--- src/rtl/rccc_pkg.sv ---
package rccc_pkg;

   localparam int FREQ_W  = 20;
   localparam int WB_W    = 16;
   localparam int RATIO_W = 16;
   localparam int CAL_W   = 24;
   localparam int DIV_W   = 32;
   localparam int CLASS_W = 4;
   localparam int ADDR_W  = 3;
   localparam int STABLE_RUN = 3;

   localparam logic [ADDR_W-1:0] REG_BLACK_RED   = 3'd0;
   localparam logic [ADDR_W-1:0] REG_BLACK_GREEN = 3'd1;
   localparam logic [ADDR_W-1:0] REG_BLACK_BLUE  = 3'd2;
   localparam logic [ADDR_W-1:0] REG_BLACK_CLEAR = 3'd3;
   localparam logic [ADDR_W-1:0] REG_WB_RED      = 3'd4;
   localparam logic [ADDR_W-1:0] REG_WB_GREEN    = 3'd5;
   localparam logic [ADDR_W-1:0] REG_WB_BLUE     = 3'd6;

   localparam logic [CLASS_W-1:0] CLASS_UNKNOWN = 4'd0;
   localparam logic [CLASS_W-1:0] CLASS_BLACK   = 4'd1;
   localparam logic [CLASS_W-1:0] CLASS_WHITE   = 4'd2;
   localparam logic [CLASS_W-1:0] CLASS_RED     = 4'd3;
   localparam logic [CLASS_W-1:0] CLASS_YELLOW  = 4'd4;
   localparam logic [CLASS_W-1:0] CLASS_GREEN   = 4'd5;
   localparam logic [CLASS_W-1:0] CLASS_CYAN    = 4'd6;
   localparam logic [CLASS_W-1:0] CLASS_BLUE    = 4'd7;
   localparam logic [CLASS_W-1:0] CLASS_MAGENTA = 4'd8;

   // Q16.4 brightness gates: 80 Hz and 650 Hz
   localparam logic [FREQ_W-1:0] DARK_LIMIT   = 20'd1280;
   localparam logic [FREQ_W-1:0] BRIGHT_LIMIT = 20'd10400;

   typedef enum logic [2:0] {
      ST_IDLE,
      ST_RATIO_GO,
      ST_RATIO_WAIT,
      ST_WB_GO,
      ST_WB_WAIT,
      ST_CLASS,
      ST_OUT
   } state_type;

   typedef struct packed {
      logic             start;
      logic [DIV_W-1:0] dividend;
      logic [DIV_W-1:0] divisor;
   } div_req_type;

   typedef struct packed {
      logic             done;
      logic [DIV_W-1:0] quot;
   } div_rsp_type;

endpackage

--- src/rtl/rccc_div.sv ---
module rccc_div (
   input  logic                 clock,
   input  logic                 reset,
   input  rccc_pkg::div_req_type req,
   output rccc_pkg::div_rsp_type rsp
);
   import rccc_pkg::*;

   logic             busy_ff;
   logic             done_ff;
   logic [4:0]       cnt_ff;
   logic [DIV_W-1:0] q_ff;
   logic [DIV_W-1:0] rem_ff;
   logic [DIV_W-1:0] dv_ff;
   logic [DIV_W:0]   trial;
   logic [DIV_W:0]   diff;
   logic             fits;

   // one quotient bit per cycle, restoring
   assign trial = {rem_ff, q_ff[DIV_W-1]};
   assign diff  = trial - {1'b0, dv_ff};
   assign fits  = !diff[DIV_W];

   always_ff @(posedge clock) begin
      if (reset) begin
         busy_ff <= 1'b0;
         done_ff <= 1'b0;
         cnt_ff  <= '0;
      end else begin
         done_ff <= 1'b0;
         if (req.start) begin
            busy_ff <= 1'b1;
            cnt_ff  <= '0;
         end else if (busy_ff) begin
            cnt_ff <= cnt_ff + 5'd1;
            if (cnt_ff == 5'd31) begin
               busy_ff <= 1'b0;
               done_ff <= 1'b1;
            end
         end
      end
   end

   always_ff @(posedge clock) begin
      if (req.start) begin
         q_ff   <= req.dividend;
         rem_ff <= '0;
         dv_ff  <= req.divisor;
      end else if (busy_ff) begin
         rem_ff <= fits ? diff[DIV_W-1:0] : trial[DIV_W-1:0];
         q_ff   <= {q_ff[DIV_W-2:0], fits};
      end
   end

   assign rsp.done = done_ff;
   assign rsp.quot = q_ff;

endmodule

--- src/rtl/rccc_class.sv ---
module rccc_class (
   input  logic [rccc_pkg::CAL_W-1:0]   cal_red,
   input  logic [rccc_pkg::CAL_W-1:0]   cal_green,
   input  logic [rccc_pkg::CAL_W-1:0]   cal_blue,
   input  logic [rccc_pkg::FREQ_W-1:0]  cal_clear,
   output logic [rccc_pkg::CLASS_W-1:0] cand
);
   import rccc_pkg::*;

   logic signed [31:0] r, g, b, mx, mn, sum, delta, t, u, v;
   logic gray, faint, rg, bg, rb;

   always_comb begin
      r = 32'(signed'({8'd0, cal_red}));
      g = 32'(signed'({8'd0, cal_green}));
      b = 32'(signed'({8'd0, cal_blue}));
      mx = r;
      mn = r;
      if (g > mx) mx = g;
      if (b > mx) mx = b;
      if (g < mn) mn = g;
      if (b < mn) mn = b;
      sum   = r + g + b;
      delta = mx - mn;
      t = g - b;
      u = b - r;
      v = r - g;
      gray  = (sum == 0) || (delta * 25 < 2 * sum);
      faint = (sum == 0) || (delta * 25 < 3 * sum);
      rg = (g == 0) ? (r > 0) : (2 * r > 5 * g);
      bg = (g == 0) ? (b > 0) : (5 * b > 6 * g);
      rb = (b == 0) ? (r == 0) : (5 * r < 19 * b);

      if (cal_clear < DARK_LIMIT)
         cand = CLASS_BLACK;
      else if (gray && cal_clear > BRIGHT_LIMIT)
         cand = CLASS_WHITE;
      else if (faint)
         cand = CLASS_UNKNOWN;
      else if (rg && bg && rb)
         cand = CLASS_MAGENTA;
      else if (delta == 0)
         cand = CLASS_UNKNOWN;
      else if (mx == r) begin
         if (t >= 0)
            cand = (3 * t <= delta) ? CLASS_RED : CLASS_YELLOW;
         else
            cand = (-4 * t <= delta) ? CLASS_RED : CLASS_MAGENTA;
      end else if (mx == g) begin
         if (-12 * u >= 11 * delta)
            cand = CLASS_YELLOW;
         else if (6 * u <= 5 * delta)
            cand = CLASS_GREEN;
         else
            cand = CLASS_CYAN;
      end else begin
         if (2 * v <= -delta)
            cand = CLASS_CYAN;
         else if (v <= 0)
            cand = CLASS_BLUE;
         else
            cand = CLASS_MAGENTA;
      end
   end

endmodule

--- src/rtl/rgb_calibrate_and_classify.sv ---
// Processing: when the dark-corrected clear is zero, the word goes straight to
// classification; else each channel runs the shared 32-step divider twice (ratio, then
// white balance), and a zero white-balance divisor skips its channel.
// Flow: one word in flight; req_tready returns in the cycle after the result leaves.
// Synchronous active-high reset restores register defaults and clears the calibrated values and class history.
module rgb_calibrate_and_classify (
   input  logic        clock,
   input  logic        reset,
   input  logic        req_tvalid,
   output logic        req_tready,
   input  logic [79:0] req_tdata,  // red_freq, green_freq, blue_freq, clear_freq
   output logic        rsp_tvalid,
   input  logic        rsp_tready,
   output logic [31:0] rsp_tdata,  // color_class, candidate_class, clear_valid,
                                   // brightness, zero pad
   input  logic        csr_we,
   input  logic [rccc_pkg::ADDR_W-1:0] csr_addr,
   input  logic [rccc_pkg::FREQ_W-1:0] csr_wdata
);
   import rccc_pkg::*;

   logic [FREQ_W-1:0] blk_ff [4];
   logic [WB_W-1:0]   wb_ff [3];

   state_type state_ff, state_in;
   logic [1:0]         ch_ff, ch_in;
   logic [FREQ_W-1:0]  d_ff [3];
   logic [RATIO_W-1:0] ratio_ff;
   logic [CAL_W-1:0]   cal_ff [3];
   logic [FREQ_W-1:0]  cal_clear_ff;
   logic               valid_ff;
   logic [CLASS_W-1:0] last_ff, shown_ff, cand_ff;
   logic [1:0]         cnt_ff;

   div_req_type dreq;
   div_rsp_type drsp;
   logic [CLASS_W-1:0] cand;
   logic [FREQ_W-1:0]  dk [4];
   logic [WB_W-1:0]    wb_sel;
   logic               accept;

   assign accept = req_tvalid && req_tready;

   always_comb begin
      for (int i = 0; i < 4; i++) begin
         dk[i] = (req_tdata[i*FREQ_W +: FREQ_W] > blk_ff[i]) ?
                 req_tdata[i*FREQ_W +: FREQ_W] - blk_ff[i] : '0;
      end
   end

   always_comb begin
      case (ch_ff)
         2'd0:    wb_sel = wb_ff[0];
         2'd1:    wb_sel = wb_ff[1];
         default: wb_sel = wb_ff[2];
      endcase
   end

   always_ff @(posedge clock) begin
      if (reset) begin
         blk_ff[0] <= 20'd9970;
         blk_ff[1] <= 20'd9730;
         blk_ff[2] <= 20'd11213;
         blk_ff[3] <= 20'd34000;
         wb_ff[0]  <= 16'd1186;
         wb_ff[1]  <= 16'd1255;
         wb_ff[2]  <= 16'd1539;
      end else if (csr_we) begin
         case (csr_addr)
            REG_BLACK_RED:   blk_ff[0] <= csr_wdata;
            REG_BLACK_GREEN: blk_ff[1] <= csr_wdata;
            REG_BLACK_BLUE:  blk_ff[2] <= csr_wdata;
            REG_BLACK_CLEAR: blk_ff[3] <= csr_wdata;
            REG_WB_RED:      wb_ff[0]  <= csr_wdata[WB_W-1:0];
            REG_WB_GREEN:    wb_ff[1]  <= csr_wdata[WB_W-1:0];
            REG_WB_BLUE:     wb_ff[2]  <= csr_wdata[WB_W-1:0];
            default: ;
         endcase
      end
   end

   always_comb begin
      state_in      = state_ff;
      ch_in         = ch_ff;
      dreq.start    = 1'b0;
      dreq.dividend = {d_ff[ch_ff], 12'd0};
      dreq.divisor  = {12'd0, cal_clear_ff};
      case (state_ff)
         ST_IDLE: begin
            ch_in = 2'd0;
            if (accept)
               state_in = (dk[3] != '0) ? ST_RATIO_GO : ST_CLASS;
         end
         ST_RATIO_GO: begin
            // a zero white-balance divisor skips the channel and keeps its held value
            if (wb_sel == '0) begin
               ch_in    = ch_ff + 2'd1;
               state_in = (ch_ff == 2'd2) ? ST_CLASS : ST_RATIO_GO;
            end else begin
               dreq.start = 1'b1;
               state_in   = ST_RATIO_WAIT;
            end
         end
         ST_RATIO_WAIT: if (drsp.done) state_in = ST_WB_GO;
         ST_WB_GO: begin
            dreq.start    = 1'b1;
            dreq.dividend = {ratio_ff, 16'd0};
            dreq.divisor  = {16'd0, wb_sel};
            state_in      = ST_WB_WAIT;
         end
         ST_WB_WAIT: begin
            if (drsp.done) begin
               ch_in    = ch_ff + 2'd1;
               state_in = (ch_ff == 2'd2) ? ST_CLASS : ST_RATIO_GO;
            end
         end
         ST_CLASS: state_in = ST_OUT;
         ST_OUT:   if (rsp_tready) state_in = ST_IDLE;
         default:  state_in = ST_IDLE;
      endcase
   end

   always_ff @(posedge clock) begin
      if (reset) begin
         state_ff     <= ST_IDLE;
         ch_ff        <= 2'd0;
         cal_ff[0]    <= '0;
         cal_ff[1]    <= '0;
         cal_ff[2]    <= '0;
         cal_clear_ff <= '0;
         last_ff      <= CLASS_UNKNOWN;
         shown_ff     <= CLASS_UNKNOWN;
         cnt_ff       <= 2'd0;
      end else begin
         state_ff <= state_in;
         ch_ff    <= ch_in;
         if (accept && dk[3] != '0)
            cal_clear_ff <= dk[3];
         if (state_ff == ST_WB_WAIT && drsp.done)
            cal_ff[ch_ff] <= (drsp.quot > 32'hFF_FFFF) ? 24'hFF_FFFF
                                                       : drsp.quot[CAL_W-1:0];
         if (state_ff == ST_CLASS) begin
            if (cand == last_ff) begin
               if (cnt_ff < 2'(STABLE_RUN)) cnt_ff <= cnt_ff + 2'd1;
               if (cnt_ff >= 2'(STABLE_RUN - 1)) shown_ff <= cand;
            end else begin
               last_ff <= cand;
               cnt_ff  <= 2'd1;
               if (STABLE_RUN <= 1) shown_ff <= cand;
            end
         end
      end
   end

   always_ff @(posedge clock) begin
      if (accept) begin
         d_ff[0]  <= dk[0];
         d_ff[1]  <= dk[1];
         d_ff[2]  <= dk[2];
         valid_ff <= (dk[3] != '0);
      end
      if (state_ff == ST_RATIO_WAIT && drsp.done)
         ratio_ff <= (drsp.quot > 32'h0000_FFFF) ? 16'hFFFF : drsp.quot[RATIO_W-1:0];
      if (state_ff == ST_CLASS)
         cand_ff <= cand;
   end

   rccc_div u_div (
      .clock (clock),
      .reset (reset),
      .req   (dreq),
      .rsp   (drsp)
   );

   rccc_class u_class (
      .cal_red   (cal_ff[0]),
      .cal_green (cal_ff[1]),
      .cal_blue  (cal_ff[2]),
      .cal_clear (cal_clear_ff),
      .cand      (cand)
   );

   assign req_tready = (state_ff == ST_IDLE);
   assign rsp_tvalid = (state_ff == ST_OUT);
   assign rsp_tdata  = {3'd0, cal_clear_ff, valid_ff, cand_ff, shown_ff};

   a_excl: assert property (@(posedge clock) disable iff (reset)
      rsp_tvalid |-> !req_tready) else $error("result pending while taking words");
   a_busy: assert property (@(posedge clock) disable iff (reset)
      accept |=> !req_tready) else $error("second word taken mid item");
   a_done: assert property (@(posedge clock) disable iff (reset)
      drsp.done |-> (state_ff == ST_RATIO_WAIT || state_ff == ST_WB_WAIT))
      else $error("divider finished outside a wait state");
   a_cls: assert property (@(posedge clock) disable iff (reset)
      rsp_tvalid |-> (cand_ff <= CLASS_MAGENTA && shown_ff <= CLASS_MAGENTA))
      else $error("class code out of range");

endmodule
--- config.mk ---
export PLATFORM = sky130hd
export DESIGN_NAME = rgb_calibrate_and_classify
export DESIGN_NICKNAME = d
export VERILOG_FILES = /design/src/rtl/rccc_pkg.sv /design/src/rtl/rccc_div.sv /design/src/rtl/rccc_class.sv /design/src/rtl/rgb_calibrate_and_classify.sv
export SDC_FILE = /design/constraint.sdc
export NUM_CORES = 2
export LEC_CHECK = 0
export ABC_AREA = 1
export BUFFER_PORTS_ARGS = -buffer_cell sky130_fd_sc_hd__buf_2
export CAP_MARGIN = 5
export CELL_PAD_IN_SITES_DETAIL_PLACEMENT = 0
export CELL_PAD_IN_SITES_GLOBAL_PLACEMENT = 1
export CORE_MARGIN = 2
export CORE_UTILIZATION = 45
export CTS_CLUSTER_SIZE = 16
export DETAILED_ROUTE_END_ITERATION = 12
export GPL_ROUTABILITY_DRIVEN = 0
export HOLD_SLACK_MARGIN = 0.08
export PLACE_DENSITY_LB_ADDON = 0.15
export SLEW_MARGIN = 15
export SYNTH_ARGS = -nofsm -noshare
export SYNTH_HDL_FRONTEND = slang
export SYNTH_SLANG_ARGS = --single-unit
export TNS_END_PERCENT = 10
--- constraint.sdc ---
create_clock -name clock -period 15.2 [get_ports clock]
set_input_delay 0.76 -clock clock [delete_from_list [all_inputs] [get_ports clock]]
set_output_delay 0.76 -clock clock [all_outputs]
set_load 0.05 [all_outputs]
==> metrics <==
register area share after synthesis=a little over a fifth; drt pass-1 iters=6; Avg Cell Area, Syn=just under 8 um2; Multi-input gate area=39000 um2; Avg Vias per Cell=5.34; slew margin rel.=20.0%; minimum clock period=roughly 14 ns; max-slew violations=0; Ant. Diodes=0; total CTS buffers=49; FP Rows=128; Final nets=8641; Die W=354 um; IO Count=142; die area=125000 um2; post-route ant nets=0; WP data arrival=14.32 ns; global route total overflow=0; endpoints failing hold=0; Starting DRT DRC Count=3206; CTS tree=built; worst setup margin=approximately 1.4 ns; Fill cells=12.2k; Avg WL per Cell=a little under 20 um; DRC viols=0; number of synthesized flops with an enable pin=333; initial core utilization=45.3%; ys async rst share=0%; Final TNS setup=0 ns; number of setup violations in the final report=0; largest net degree at the start of global routing=between 60 and 70; Clock Path Buffers=3; Required @ worst endpoint=15.69 ns; share of layout cells above drive strength 1=slightly below 6%; Place WS=1.37 ns; antenna violations before repair=3; Cell Count, Final, Fillers Out=8922; register bit total from synthesis=409; CP Launch Type=flip-flop; Num Clock Sinks=409; Die H=~350 um; Cell variety after synth=76; crit path max fanout=18; outcome=finished, final reports clean; RSZ-0062 raised after global routing=false; Final HPWL DP=148000 um; first-pass GRT wire length=~270000 um; yosys warns=0; Worst Setup End Kind=flip-flop; gr usage total=27.7%; placed insts=8836; synthesized area=55100 um2; Hold Crit Class=reg2reg; Root Buffer=clkbuf_16; Worst-Skew Late Latency=0.65 ns; Max Freq=72.3 MHz; Worst path most repeated cell=nand2_1; Via Count=47.7k; critical path type=reg2reg; most frequent cells in the layout=1187 x ha_1, 1111 x nand2_1, 1094 x inv_1; Core Area=122000 um2; Crit path largest cell delay=0.63 ns; Worst Tran Pin Value=~1.2 ns; vias in the first global route=46.3k; FF/Latch Area=11500 um2; H-Tree Depth=2; Port-buffer cells=about 140; detailed-route wire length=around 180000 um; CP max-delay cell=nor4_1; most common cell after layout, fill and taps aside=ha_1; max_cap viols=0; final setup skew=0.0346 ns; synth-to-layout area growth=8.28%; clk slew on worst S/H paths=0.06 ns; Post-Synthesis Cells=7090; post-CTS setup buffer count=0; Final Cycle Share=around nine tenths; Post-synth top flop=edfxtp_1
-- Yosys cell counts (all sizes together), types with 6 or more instances --
library cell  instances  area share (%)
nand4                90             1.1
a32o                 11            0.20
o31ai                16            0.22
nand3               333             3.1
or2                  20            0.23
o22ai                 9            0.10
nand2              1156             8.2
nor2                555             3.9
nor4                 37            0.42
a21o                 21            0.29
inv                1110             7.6
a211oi               35            0.48
a31oi                24            0.27
ha                 1187              27
o2111ai              10            0.16
nand3b                7           0.095
buf                  24            0.30
fa                   84             3.1
o21a                 16            0.22
clkbuf               77            0.52
o21bai               79             1.1
a221oi               10            0.16
edfxtp              333              18
a21oi               729             6.7
dfxtp                76             2.8
o21ai               334             3.1
xor2                401             6.4
o221a                 6            0.12
xnor2               137             2.2
o211ai               40            0.55
and3                 11            0.12
a2111oi               8            0.13
nor3b                 6           0.091
nor3                 59            0.56
-- critical path: cells and delay by family, from the launching register on --
family,cells,cell delay [ns]
compound gates,21,3.55
fa+ha+maj,7,2.82
buf+inv,10,1.27
flops,1,0.61
simple gates,41,5.37
-- state kept, by name, summed over array words and instances, names as in the netlist, 20 cells and up, named ones only --
| signal | flops |
|---|---|
| blk_ff | 80 |
| cal_ff | 72 |
| d_ff | 60 |
| wb_ff | 48 |
| u_div.q_ff | 32 |
| u_div.rem_ff | 32 |
| cal_clear_ff | 20 |
| u_div.dv_ff | 20 |
-- area by class of cell --
cell class                      count  share of cell area (%)
Sequential cell                   409                    19.3
Inverter                         1113                    7.02
Multi-Input combinational cell   5469                    65.4
Timing Repair Buffer              220                    2.19
Clock buffer                       57                    2.12
Tap cell                         1625                    3.41
Clock inverter                     29                   0.554
-- through the flow --
stage          hold WS (ns)  util, %  cell area, um2
6_report              0.470     49.0           59600
5_1_grt               0.499     49.0           59600
4_1_cts               0.475     49.0           59600
3_5_place_dp          0.466     47.7           58000
3_3_place_gp          0.455     47.7           58000
2_1_floorplan         0.445        -           55100
-- timing repair --
action	4_1_cts	5_1_grt
endpoints found under the setup margin	0	9
hold endpoints to repair	0	0
hold buffers	0	0
resized for setup	0	4
-- path summary, 6_finish.rpt --
path | from | endpoint | slack, ns | cells after the start
worst max-delay path | cal_ff[1][2] | shown_ff[0] | 1.37 | 79
worst min-delay path | u_div.cnt_ff[4] | u_div.cnt_ff[4] | 0.47 | 2
worst max register to register | cal_ff[1][2] | shown_ff[0] | 1.37 | 79
worst min register to register | u_div.cnt_ff[4] | u_div.cnt_ff[4] | 0.47 | 2
-- metal layers --
layer | share of wire (%) | GRT usage (%) | up-vias | wire length, um
met5 | 0.0040 | 0 | - | 7
met4 | 4.9 | 12.0 | 2 | 8580
met3 | 4.1 | 2.56 | 272 | 7220
met2 | 47 | 48.2 | 1065 | 83500
met1 | 44 | 34.9 | 21950 | 77100
li1 | - | - | 24384 | -
-- cells by family (layout without fill, tap and decap cells) --
logic type	count (synthesis)	after routing	synth area share [%]
adder cells (fa/ha/maj)	1271	1271	30.0
AO/OA/AOI/OAI	1374	1374	14.1
other	1	3	0.00681
buffers and inverters	1214	1419	8.41
AND/OR/NAND/NOR	2283	2283	17.9
flip-flops	409	409	20.9
XOR/XNOR	538	538	8.57
Power is not shown: default switching activity piles up to over one toggle a cycle in this logic, so the estimate is an artifact.
